<file path="config.mk">
export PLATFORM = sky130hd
export DESIGN_NAME = grid_ray_march_shader_core
export DESIGN_NICKNAME = d
export VERILOG_FILES = /design/src/rtl/grm_pkg.sv /design/src/rtl/grm_front.sv /design/src/rtl/grm_fifo.sv /design/src/rtl/grm_march.sv /design/src/rtl/grid_ray_march_shader_core.sv
export SDC_FILE = /design/constraint.sdc
export NUM_CORES = 2
export LEC_CHECK = 0
export BUFFER_PORTS_ARGS = -buffer_cell sky130_fd_sc_hd__buf_2
export CORE_MARGIN = 5
export CORE_UTILIZATION = 60
export CTS_BUF_LIST = sky130_fd_sc_hd__clkbuf_16
export CTS_CLUSTER_DIAMETER = 120
export DETAILED_ROUTE_END_ITERATION = 12
export HOLD_SLACK_MARGIN = 0.12
export PLACE_DENSITY = 0.76
export SLEW_MARGIN = 20
export SYNTH_ARGS = -nofsm -noshare
export SYNTH_HDL_FRONTEND = slang
export SYNTH_SLANG_ARGS = --single-unit
export TNS_END_PERCENT = 50
</file>
<file path="constraint.sdc">
create_clock -name clk -period 9.9 [get_ports clk]
set_clock_uncertainty 0.15 [all_clocks]
set_input_delay 1.485 -clock clk [delete_from_list [all_inputs] [get_ports clk]]
set_output_delay 1.485 -clock clk [all_outputs]
set_load 0.03 [all_outputs]
</file>
<file path="src/rtl/grm_pkg.sv">
// Shared constants, types and register codes of the grid ray marcher.
`timescale 1ns / 1ps
package grm_pkg;

	// Block constants
	localparam int MAX_STEPS  = 1050;
	localparam int CELL_SIZE  = 50;
	localparam int MAP_DIM    = 10;
	localparam int ANGLE_BITS = 12;

	// Field widths
	localparam int ANG_W   = ANGLE_BITS;
	localparam int COL_W   = 6;
	localparam int DIST_W  = 11;
	localparam int SHADE_W = 8;
	localparam int POS_W   = 17;
	localparam int MAP_LO_W = 64;
	localparam int MAP_HI_W = 36;
	localparam int MAP_BITS = MAP_LO_W + MAP_HI_W;
	localparam int DATA_W  = 64;

	// Configuration register codes
	localparam int CFG_IDX_W = 2;
	localparam logic [CFG_IDX_W-1:0] CFG_POS_X    = 2'd0;
	localparam logic [CFG_IDX_W-1:0] CFG_POS_Y    = 2'd1;
	localparam logic [CFG_IDX_W-1:0] CFG_MAP_LOW  = 2'd2;
	localparam logic [CFG_IDX_W-1:0] CFG_MAP_HIGH = 2'd3;

	// Sine evaluation
	localparam int QTR    = 1 << (ANGLE_BITS - 2);
	localparam int Q_W    = ANGLE_BITS - 1;
	localparam int WAVE_W = 17;
	localparam int X_SHIFT = 17 - ANGLE_BITS;
	localparam int DIR_W  = 16;

	// Marching in s.14 fixed point
	localparam int FX_SHIFT = 6;
	localparam int POS_FX_W = POS_W + FX_SHIFT;
	localparam int SPAN     = CELL_SIZE << 14;
	localparam int SPAN_W   = $clog2(SPAN) + 1;
	localparam int REM_W    = ((POS_FX_W > SPAN_W) ? POS_FX_W : SPAN_W) + 1;
	localparam int CELL_W   =
		$clog2((1 << POS_FX_W) / SPAN + (MAX_STEPS * 16384) / SPAN + 2) + 1;
	localparam int CX_W      = $clog2(MAP_DIM);
	localparam int MAP_IDX_W = $clog2(MAP_BITS);
	localparam int STEP_W    = $clog2(MAX_STEPS + 1);

	// One ray after direction lookup
	typedef struct packed {
		logic signed [DIR_W-1:0] dx;
		logic signed [DIR_W-1:0] dy;
		logic [COL_W-1:0]        column;
	} ray_t;

	// Register contents seen by the marcher
	typedef struct packed {
		logic [POS_W-1:0]    pos_x;
		logic [POS_W-1:0]    pos_y;
		logic [MAP_BITS-1:0] map;
	} cfg_t;

endpackage

</file>
<file path="src/rtl/grm_front.sv">
// Front end: accepts rays and evaluates the sin/cos direction vector.
`timescale 1ns / 1ps
module grm_front (
	input  logic                                clk,
	input  logic                                arst_n,
	input  logic                                in_valid,
	output logic                                in_ready,
	input  logic [grm_pkg::ANG_W-1:0]           ray_angle,
	input  logic [grm_pkg::COL_W-1:0]           column,
	output logic                                ray_valid,
	input  logic                                ray_ready,
	output grm_pkg::ray_t                       ray
);

	localparam logic [1:0] ST_IDLE = 2'd0;
	localparam logic [1:0] ST_CALC = 2'd1;
	localparam logic [1:0] ST_PUSH = 2'd2;

	localparam logic [1:0] PH_X2 = 2'd0;
	localparam logic [1:0] PH_T1 = 2'd1;
	localparam logic [1:0] PH_T2 = 2'd2;
	localparam logic [1:0] PH_R  = 2'd3;

	localparam int WW = grm_pkg::WAVE_W;
	localparam int AW = grm_pkg::ANG_W;
	localparam int QW = grm_pkg::Q_W;
	localparam int DW = grm_pkg::DIR_W;

	localparam logic [WW-1:0] C2320  = WW'(2320);
	localparam logic [WW-1:0] C21024 = WW'(21024);
	localparam logic [WW-1:0] C51472 = WW'(51472);
	localparam logic [AW-1:0] QTR_A  = AW'(grm_pkg::QTR);
	localparam logic [QW-1:0] QTR_Q  = QW'(grm_pkg::QTR);

	logic [1:0]             st_q;
	logic [1:0]             ph_q;
	logic [WW-1:0]          x_q   [2];
	logic [WW-1:0]          x2_q  [2];
	logic [WW-1:0]          t_q   [2];
	logic                   neg_q [2];
	logic signed [DW-1:0]   dir_q [2];
	logic [grm_pkg::COL_W-1:0] col_q;

	logic [AW-1:0]          lane_ang [2];
	logic [QW-1:0]          lane_q   [2];
	logic [WW-1:0]          lane_x   [2];
	logic [WW-1:0]          op_a     [2];
	logic [WW-1:0]          op_b     [2];
	logic [2*WW-1:0]        prod     [2];
	logic [WW-1:0]          prod_sh  [2];
	logic [WW:0]            r_inc    [2];
	logic [DW-1:0]          s_mag    [2];

	assign in_ready  = (st_q == ST_IDLE);
	assign ray_valid = (st_q == ST_PUSH);
	assign ray.dx     = dir_q[0];
	assign ray.dy     = dir_q[1];
	assign ray.column = col_q;

	// Fold each heading into the first quadrant: lane 0 is sin, lane 1 is cos
	assign lane_ang[0] = ray_angle;
	assign lane_ang[1] = ray_angle + QTR_A;

	always_comb begin
		for (int l = 0; l < 2; l++) begin
			lane_q[l] = QW'(lane_ang[l][AW-3:0]);
			if (lane_ang[l][AW-2])
				lane_q[l] = QTR_Q - lane_q[l];
			lane_x[l] = WW'(lane_q[l]) << grm_pkg::X_SHIFT;
		end
	end

	// Select multiplier operands for the current polynomial phase
	always_comb begin
		for (int l = 0; l < 2; l++) begin
			unique case (ph_q)
				PH_X2: begin
					op_a[l] = x_q[l];
					op_b[l] = x_q[l];
				end
				PH_T1: begin
					op_a[l] = C2320;
					op_b[l] = x2_q[l];
				end
				PH_T2: begin
					op_a[l] = t_q[l];
					op_b[l] = x2_q[l];
				end
				default: begin
					op_a[l] = x_q[l];
					op_b[l] = t_q[l];
				end
			endcase
			prod[l]    = op_a[l] * op_b[l];
			prod_sh[l] = prod[l][WW+14:15];
			r_inc[l]   = {1'b0, prod_sh[l]} + (WW+1)'(1);
			s_mag[l]   = DW'(r_inc[l][WW:1]);
		end
	end

	// Sequence: accept, four multiply phases, hand off to the queue
	always_ff @(posedge clk or negedge arst_n) begin
		if (!arst_n) begin
			st_q <= ST_IDLE;
			ph_q <= PH_X2;
		end else begin
			unique case (st_q)
				ST_IDLE: begin
					if (in_valid) begin
						st_q <= ST_CALC;
						ph_q <= PH_X2;
					end
				end
				ST_CALC: begin
					ph_q <= ph_q + 2'd1;
					if (ph_q == PH_R)
						st_q <= ST_PUSH;
				end
				ST_PUSH: begin
					if (ray_ready)
						st_q <= ST_IDLE;
				end
				default: st_q <= ST_IDLE;
			endcase
		end
	end

	// Polynomial datapath
	always_ff @(posedge clk) begin
		if (st_q == ST_IDLE && in_valid) begin
			col_q <= column;
			for (int l = 0; l < 2; l++) begin
				x_q[l]   <= lane_x[l];
				neg_q[l] <= lane_ang[l][AW-1];
			end
		end else if (st_q == ST_CALC) begin
			for (int l = 0; l < 2; l++) begin
				unique case (ph_q)
					PH_X2: x2_q[l] <= prod_sh[l];
					PH_T1: t_q[l]  <= C21024 - prod_sh[l];
					PH_T2: t_q[l]  <= C51472 - prod_sh[l];
					default: dir_q[l] <= neg_q[l] ? -$signed(s_mag[l]) : $signed(s_mag[l]);
				endcase
			end
		end
	end

endmodule

</file>
<file path="src/rtl/grm_fifo.sv">
// Two-entry queue of rays between the front end and the marcher.
`timescale 1ns / 1ps
module grm_fifo (
	input  logic          clk,
	input  logic          arst_n,
	input  logic          push_valid,
	output logic          push_ready,
	input  grm_pkg::ray_t push_data,
	output logic          pop_valid,
	input  logic          pop_ready,
	output grm_pkg::ray_t pop_data
);

	grm_pkg::ray_t mem_q [2];
	logic          wr_ptr_q;
	logic          rd_ptr_q;
	logic [1:0]    cnt_q;
	logic          do_push;
	logic          do_pop;

	assign push_ready = (cnt_q != 2'd2);
	assign pop_valid  = (cnt_q != 2'd0);
	assign pop_data   = mem_q[rd_ptr_q];
	assign do_push    = push_valid && push_ready;
	assign do_pop     = pop_valid && pop_ready;

	// Track pointers and fill level
	always_ff @(posedge clk or negedge arst_n) begin
		if (!arst_n) begin
			wr_ptr_q <= 1'b0;
			rd_ptr_q <= 1'b0;
			cnt_q    <= 2'd0;
		end else begin
			if (do_push)
				wr_ptr_q <= ~wr_ptr_q;
			if (do_pop)
				rd_ptr_q <= ~rd_ptr_q;
			if (do_push && !do_pop)
				cnt_q <= cnt_q + 2'd1;
			else if (do_pop && !do_push)
				cnt_q <= cnt_q - 2'd1;
		end
	end

	// Store a beat
	always_ff @(posedge clk) begin
		if (do_push)
			mem_q[wr_ptr_q] <= push_data;
	end

endmodule

</file>
<file path="src/rtl/grm_march.sv">
// Back end: steps one ray through the grid and registers the result.
`timescale 1ns / 1ps
module grm_march (
	input  logic                              clk,
	input  logic                              arst_n,
	input  logic                              ray_valid,
	output logic                              ray_ready,
	input  grm_pkg::ray_t                     ray,
	input  grm_pkg::cfg_t                     cfg,
	output logic                              out_valid,
	input  logic                              out_ready,
	output logic [grm_pkg::COL_W-1:0]         out_column,
	output logic                              hit,
	output logic [grm_pkg::DIST_W-1:0]        distance,
	output logic [grm_pkg::SHADE_W-1:0]       shade
);

	localparam logic [1:0] ST_IDLE  = 2'd0;
	localparam logic [1:0] ST_DIV   = 2'd1;
	localparam logic [1:0] ST_MARCH = 2'd2;
	localparam logic [1:0] ST_OUT   = 2'd3;

	localparam int RW  = grm_pkg::REM_W;
	localparam int CW  = grm_pkg::CELL_W;
	localparam int DW  = grm_pkg::DIR_W;
	localparam int SW  = grm_pkg::STEP_W;
	localparam int LW  = grm_pkg::DIST_W;
	localparam int HW  = grm_pkg::SHADE_W;
	localparam int IW  = grm_pkg::MAP_IDX_W;
	localparam int XW  = grm_pkg::CX_W;

	localparam logic signed [RW-1:0] SPAN_R    = RW'(grm_pkg::SPAN);
	localparam logic signed [CW-1:0] MAP_DIM_C = CW'(grm_pkg::MAP_DIM);
	localparam logic [IW-1:0]        MAP_DIM_I = IW'(grm_pkg::MAP_DIM);
	localparam logic [SW-1:0]        MAX_K     = SW'(grm_pkg::MAX_STEPS);
	localparam logic [SW+LW-1:0]     DIST_MAX  = (SW+LW)'((1 << LW) - 1);
	localparam logic [HW-1:0]        SHADE_TOP = HW'((1 << HW) - 1);

	logic [1:0]             st_q;
	logic signed [DW-1:0]   dx_q;
	logic signed [DW-1:0]   dy_q;
	logic [grm_pkg::COL_W-1:0] col_q;
	logic signed [RW-1:0]   rem_x_q;
	logic signed [RW-1:0]   rem_y_q;
	logic signed [CW-1:0]   cell_x_q;
	logic signed [CW-1:0]   cell_y_q;
	logic [SW-1:0]          k_q;
	logic [1:0]             phase3_q;
	logic [HW-1:0]          shade_q;
	logic                   res_hit_q;
	logic [LW-1:0]          res_dist_q;
	logic [HW-1:0]          res_shade_q;
	logic                   out_valid_q;

	logic                   div_x;
	logic                   div_y;
	logic signed [RW-1:0]   sum_x;
	logic signed [RW-1:0]   sum_y;
	logic signed [RW-1:0]   nrem_x;
	logic signed [RW-1:0]   nrem_y;
	logic signed [CW-1:0]   ncell_x;
	logic signed [CW-1:0]   ncell_y;
	logic                   in_map;
	logic [IW-1:0]          map_idx;
	logic                   wall;
	logic [SW-1:0]          dist_k;
	logic [SW+LW-1:0]       dist_ext;
	logic [LW-1:0]          dist_sat;

	assign ray_ready  = (st_q == ST_IDLE);
	assign out_valid  = out_valid_q;

	// Initial cell: subtract one cell span per cycle
	assign div_x = (rem_x_q >= SPAN_R);
	assign div_y = (rem_y_q >= SPAN_R);

	// One step: add direction, wrap remainder into the cell span
	always_comb begin
		sum_x   = rem_x_q + {{(RW-DW){dx_q[DW-1]}}, dx_q};
		sum_y   = rem_y_q + {{(RW-DW){dy_q[DW-1]}}, dy_q};
		nrem_x  = sum_x;
		ncell_x = cell_x_q;
		nrem_y  = sum_y;
		ncell_y = cell_y_q;
		priority if (sum_x >= SPAN_R) begin
			nrem_x  = sum_x - SPAN_R;
			ncell_x = cell_x_q + CW'(1);
		end else if (sum_x < 0) begin
			nrem_x  = sum_x + SPAN_R;
			ncell_x = cell_x_q - CW'(1);
		end
		priority if (sum_y >= SPAN_R) begin
			nrem_y  = sum_y - SPAN_R;
			ncell_y = cell_y_q + CW'(1);
		end else if (sum_y < 0) begin
			nrem_y  = sum_y + SPAN_R;
			ncell_y = cell_y_q - CW'(1);
		end
	end

	// Wall test on the current cell; cells off the map are empty
	assign in_map  = (cell_x_q >= 0) && (cell_x_q < MAP_DIM_C)
		&& (cell_y_q >= 0) && (cell_y_q < MAP_DIM_C);
	assign map_idx = IW'(cell_x_q[XW-1:0]) * MAP_DIM_I + IW'(cell_y_q[XW-1:0]);
	assign wall    = in_map && cfg.map[map_idx];

	// Distance is the step count before the hit, saturated to the field
	assign dist_k   = k_q - SW'(1);
	assign dist_ext = (SW+LW)'(dist_k);
	assign dist_sat = (dist_ext > DIST_MAX) ? DIST_MAX[LW-1:0] : dist_ext[LW-1:0];

	// Control
	always_ff @(posedge clk or negedge arst_n) begin
		if (!arst_n) begin
			st_q        <= ST_IDLE;
			out_valid_q <= 1'b0;
		end else begin
			// Raise valid when a result is loaded, drop it once the beat is taken
			if (st_q == ST_OUT && (!out_valid_q || out_ready))
				out_valid_q <= 1'b1;
			else if (out_valid_q && out_ready)
				out_valid_q <= 1'b0;
			unique case (st_q)
				ST_IDLE: begin
					if (ray_valid)
						st_q <= ST_DIV;
				end
				ST_DIV: begin
					if (!div_x && !div_y)
						st_q <= ST_MARCH;
				end
				ST_MARCH: begin
					if ((k_q != '0 && wall) || k_q == MAX_K)
						st_q <= ST_OUT;
				end
				default: begin
					if (!out_valid_q || out_ready)
						st_q <= ST_IDLE;
				end
			endcase
		end
	end

	// Datapath
	always_ff @(posedge clk) begin
		unique case (st_q)
			ST_IDLE: begin
				if (ray_valid) begin
					dx_q     <= ray.dx;
					dy_q     <= ray.dy;
					col_q    <= ray.column;
					rem_x_q  <= RW'({cfg.pos_x, {grm_pkg::FX_SHIFT{1'b0}}});
					rem_y_q  <= RW'({cfg.pos_y, {grm_pkg::FX_SHIFT{1'b0}}});
					cell_x_q <= '0;
					cell_y_q <= '0;
				end
			end
			ST_DIV: begin
				if (div_x) begin
					rem_x_q  <= rem_x_q - SPAN_R;
					cell_x_q <= cell_x_q + CW'(1);
				end
				if (div_y) begin
					rem_y_q  <= rem_y_q - SPAN_R;
					cell_y_q <= cell_y_q + CW'(1);
				end
				k_q      <= '0;
				phase3_q <= 2'd2;
				shade_q  <= SHADE_TOP;
			end
			ST_MARCH: begin
				priority if (k_q != '0 && wall) begin
					res_hit_q   <= 1'b1;
					res_dist_q  <= dist_sat;
					res_shade_q <= shade_q;
				end else if (k_q == MAX_K) begin
					res_hit_q   <= 1'b0;
					res_dist_q  <= '0;
					res_shade_q <= '0;
				end else begin
					rem_x_q  <= nrem_x;
					rem_y_q  <= nrem_y;
					cell_x_q <= ncell_x;
					cell_y_q <= ncell_y;
					k_q      <= k_q + SW'(1);
					// Track ceil(2d/3) as a residue mod 3, lower shade on each carry
					if (k_q != '0) begin
						if (phase3_q == 2'd0) begin
							phase3_q <= 2'd2;
						end else begin
							phase3_q <= phase3_q - 2'd1;
							if (shade_q != '0)
								shade_q <= shade_q - HW'(1);
						end
					end
				end
			end
			default: begin
				if (!out_valid_q || out_ready) begin
					out_column <= col_q;
					hit        <= res_hit_q;
					distance   <= res_dist_q;
					shade      <= res_shade_q;
				end
			end
		endcase
	end

endmodule

</file>
<file path="src/rtl/grid_ray_march_shader_core.sv">
// Top level of the grid ray marcher: register file, front end, queue and marcher.
`timescale 1ns / 1ps
// Usage: write pos_x, pos_y, map_low and map_high over the cfg channel
// (cfg_index 0..3, cfg_data low bits) while no ray is in flight; cfg_ready
// is always high. Each beat on the in channel is one ray: a 12-bit binary
// heading and a column number. Each ray yields exactly one beat on the out
// channel, in order: the column, a hit flag, the step distance and a shade.
// The front end steps through each ray (accept, four multiply phases of the
// sin/cos polynomial, hand-off) and parks the direction vector in a
// two-entry queue. The marcher then loads the ray, finds the start cell by
// repeated subtraction of a 12800-unit cell span from pos_x and pos_y, takes
// one step per cycle plus a final check, at most MAX_STEPS steps, and then
// loads the output register.
// The marcher's step loop sets the sustained rate; the front end works
// ahead meanwhile.
// Reset clears all handshake state and loads pos_x = pos_y = 25600 and an
// empty map. A stalled out_ready holds the result; the marcher then waits
// with the next result, the queue fills, and in_ready drops after that.
module grid_ray_march_shader_core (
	input  logic                               clk,
	input  logic                               arst_n,
	input  logic                               cfg_valid,
	output logic                               cfg_ready,
	input  logic [grm_pkg::CFG_IDX_W-1:0]      cfg_index,
	input  logic [grm_pkg::DATA_W-1:0]         cfg_data,
	input  logic                               in_valid,
	output logic                               in_ready,
	input  logic [grm_pkg::ANG_W-1:0]          ray_angle,
	input  logic [grm_pkg::COL_W-1:0]          column,
	output logic                               out_valid,
	input  logic                               out_ready,
	output logic [grm_pkg::COL_W-1:0]          out_column,
	output logic                               hit,
	output logic [grm_pkg::DIST_W-1:0]         distance,
	output logic [grm_pkg::SHADE_W-1:0]        shade
);

	localparam logic [grm_pkg::POS_W-1:0] POS_RESET = grm_pkg::POS_W'(25600);

	logic [grm_pkg::POS_W-1:0]    pos_x_q;
	logic [grm_pkg::POS_W-1:0]    pos_y_q;
	logic [grm_pkg::MAP_LO_W-1:0] map_low_q;
	logic [grm_pkg::MAP_HI_W-1:0] map_high_q;
	grm_pkg::cfg_t                cfg;

	logic          f_valid;
	logic          f_ready;
	grm_pkg::ray_t f_ray;
	logic          q_valid;
	logic          q_ready;
	grm_pkg::ray_t q_ray;

	assign cfg_ready = 1'b1;
	assign cfg.pos_x = pos_x_q;
	assign cfg.pos_y = pos_y_q;
	assign cfg.map   = {map_high_q, map_low_q};

	// Register writes
	always_ff @(posedge clk or negedge arst_n) begin
		if (!arst_n) begin
			pos_x_q    <= POS_RESET;
			pos_y_q    <= POS_RESET;
			map_low_q  <= '0;
			map_high_q <= '0;
		end else if (cfg_valid) begin
			unique case (cfg_index)
				grm_pkg::CFG_POS_X:   pos_x_q    <= cfg_data[grm_pkg::POS_W-1:0];
				grm_pkg::CFG_POS_Y:   pos_y_q    <= cfg_data[grm_pkg::POS_W-1:0];
				grm_pkg::CFG_MAP_LOW: map_low_q  <= cfg_data[grm_pkg::MAP_LO_W-1:0];
				default:              map_high_q <= cfg_data[grm_pkg::MAP_HI_W-1:0];
			endcase
		end
	end

	grm_front u_front (
		.clk       (clk),
		.arst_n    (arst_n),
		.in_valid  (in_valid),
		.in_ready  (in_ready),
		.ray_angle (ray_angle),
		.column    (column),
		.ray_valid (f_valid),
		.ray_ready (f_ready),
		.ray       (f_ray)
	);

	grm_fifo u_fifo (
		.clk        (clk),
		.arst_n     (arst_n),
		.push_valid (f_valid),
		.push_ready (f_ready),
		.push_data  (f_ray),
		.pop_valid  (q_valid),
		.pop_ready  (q_ready),
		.pop_data   (q_ray)
	);

	grm_march u_march (
		.clk        (clk),
		.arst_n     (arst_n),
		.ray_valid  (q_valid),
		.ray_ready  (q_ready),
		.ray        (q_ray),
		.cfg        (cfg),
		.out_valid  (out_valid),
		.out_ready  (out_ready),
		.out_column (out_column),
		.hit        (hit),
		.distance   (distance),
		.shade      (shade)
	);

endmodule
</file>
==> results.md <==
- Buffers on Ports: 116
- Final period utilization: 96.06%
- Routed via count: 33330
- Critical Path RT: 10.12 ns
- CP max-delay cell: fa_1
- Post-synth EDFFs: 372
- Layout cells sized above 1: 13.47%
- Mapped Nets: 5313
- Total Negative Setup Slacks: 0 ns
- Initial Util: 60.57%
- Clk buf depth: 3
- Yosys warnings: 0
- Final Hold Fails: 0
- First-pass GRT wire length: 185.8 mm
- Max FO, Critical Path: 35
- Clk slew on worst S/H paths: 0.06 ns
- DP HPWL: 88.10 mm
- WS Path Type: reg2reg
- First-pass DRT Iterations: 7
- Die Wd: 286.9 um
- Asr flop ratio synth: 28.05%
- TritonCTS clock tree: built
- Hold Slack: 0.2677 ns
- Synthesized area per cell: 10.26 um2
- Post-synth cell types: 115
- Status: completed
- Slowest stage delay, CP: 0.57 ns
- Vias per inst: 5.860
- CTS buffer count: 55
- FP Rows: 101
- Post-CTS Hold Fix Bufs: 0
- Routed len/inst: 20.24 um
- Synthesized area: 46000 um2
- Relative slew slack: 25.92%
- Final GP Congestion: 0.9916
- Root buf cell: clkbuf_16
- CP endpoint kind: flop
- Layout area overhead: 8.891%
- Clk_lat worst skew: 0.64 ns
- Syn Inst Count: 4485
- Post-route DRC: 0
- ANT nets after route: 0
- Largest net degree at the start of global routing: 78
- Worst Tran Pin Value: 1.108 ns
- Total Nets Final: 5439
- Slew Viols, Final: 0
- Post-Route WL: 115.1 mm
- GRT Total Usage: 28.27%
- Minimum clock period: 9.510 ns
- Max-Cap Viols: 0
- Congestion Overflow GR: 0
- Final setup vio count: 0
- IO Pins: 118
- Final Util: 65.95%
- Total die area: 82310 um2
- Total clock sinks: 517
- F_max: 105.2 MHz
- DRT iter0 DRCs: 2627
- Initial antenna violation count: 1
- HP Class: reg2reg
- Ys flop type: edfxtp_1
- Startpoint Class: flop
- Vias in the first global route: 34420
- Worst Path Arrival: 9.73 ns
- RSZ-0062 raised after global routing: no
- Core outline area: 75950 um2
- # H-tree levels: 2
- CP most frequent cell: fa_1
- Seq/Total Area, Yosys: 32.19%
- Die height: 286.9 um
- #FFs+latches synth: 517
-- final timing paths --
check,from,to,slack (ns),cells past startpoint
setup reg to reg,u_front.ph_q[0]$_DFFE_PN0P_,u_front.dir_q[0][13]$_DFFE_PP_,0.39,29
setup / recovery,u_front.ph_q[0]$_DFFE_PN0P_,u_front.dir_q[0][13]$_DFFE_PP_,0.39,29
min in group asynchronous,arst_n,map_low_q[40]$_DFFE_PN0P_,0.72,1
hold / removal,u_march.res_dist_q[4]$_SDFFCE_PN0P_,u_march.distance[4]$_DFFE_PP_,0.27,0
hold reg to reg,u_march.res_dist_q[4]$_SDFFCE_PN0P_,u_march.distance[4]$_DFFE_PP_,0.27,0
max in group asynchronous,arst_n,u_march.out_valid$_DFFE_PN0P_,7.41,2
-- cell usage after synthesis, drive strengths merged, types with 34 or more instances --
cell    instances  area share [%]
ha            293             8.0
nor4           34            0.48
and3           41            0.56
fa            446              19
buf            45            0.48
a21o           63             1.0
nand2b         39            0.53
a22oi          38            0.63
o21ai         129             1.4
nand2         505             4.1
dfrtp         139             7.6
nand3          77            0.86
nor3           51            0.57
and2           74             1.0
a21oi         127             1.4
xnor2         175             3.4
nor2          338             2.8
xor2           54             1.0
mux2          177             4.3
edfxtp        372              24
inv           681             5.6
clkbuf        126             1.0
-- timing repair --
item	4_1_cts	5_1_grt
gates resized for setup	0	10
setup endpoints to repair	0	13
setup buffers	0	2
-- final cells by class --
class / count / area, um2
multi-input combinational: 3113 / 28000
fill: 5915 / 25860
sequential: 517 / 14810
inverter: 684 / 2569
timing repair buffer: 240 / 1550
clock buffer: 56 / 1401
tap: 1030 / 1289
clock inverter: 46 / 473.0
antenna: 2 / 5.005
-- critical path: cells and delay by family, from the launching register on --
family                   cells  cell delay, ns
AO/OA/AOI/OAI                8            2.56
buffers and inverters        6            0.75
AND/OR/NAND/NOR              6            1.33
XOR/XNOR                     1            0.14
flip-flops                   1            0.41
adder cells (fa/ha/maj)      8            3.90
-- through the flow --
stage / area (um2) / setup slack, ns / cells
3_3_place_gp: 48130 / 0.3432 / 5581
2_1_floorplan: 46000 / 0.8258 / 4485
5_1_grt: 50090 / 0.0004103 / 5686
3_5_place_dp: 48140 / 0.2287 / 5581
4_1_cts: 50010 / 0.2139 / 5683
6_report: 50090 / 0.3903 / 5688
-- kinds of logic after synthesis --
logic type	count (synthesis)	share of synthesized area [%]
adder cells (fa/ha/maj)	739	27.38
AO/OA/AOI/OAI	649	9.971
other	1	0.008152
buffers and inverters	855	7.099
flip-flops	517	32.19
AND/OR/NAND/NOR	1270	12.63
multiplexers	224	6.226
XOR/XNOR	230	4.499
-- cells in the final DEF (no fill, tap or decap), types with 88 or more instances in the layout --
cell      synthesis  routed
inv_1           678     680
nand2_1         504     504
fa_1            446     446
edfxtp_1        372     372
nor2_1          338     336
ha_1            293     291
mux2_2          177     177
xnor2_1         171     171
dfrtp_1         139     139
a21oi_1         125     125
buf_4             3     122
buf_2            21     115
o21ai_0          89      88
-- state kept, by name, summed over array words and instances (netlist names), 16 cells and up --
| register | cells |
|---|---|
| u_fifo.mem_q | 76 |
| map_low_q | 64 |
| map_high_q | 36 |
| u_front.t_q | 34 |
| u_front.x2_q | 34 |
| u_front.dir_q | 32 |
| u_march.rem_x_q | 24 |
| u_march.rem_y_q | 24 |
| u_front.x_q | 21 |
| pos_x_q | 17 |
| pos_y_q | 17 |
| u_march.dx_q | 16 |
| u_march.dy_q | 16 |
-- per-layer routing --
| metal | share of wire [%] | routed length, um | track usage (%) | vias to the layer above |
|---|---|---|---|---|
| met5 | 0 | 0 | 0 | - |
| met4 | 3.8 | 4367 | 9.167 | 0 |
| met3 | 9.4 | 10770 | 6.416 | 272 |
| met2 | 47 | 53770 | 46.06 | 1418 |
| met1 | 40 | 46190 | 38.05 | 16340 |
| li1 | - | - | - | 15300 |
Power is left out: the tool's default activity adds up to more than one toggle a clock period on the data nets, which glitch-free logic cannot reach.
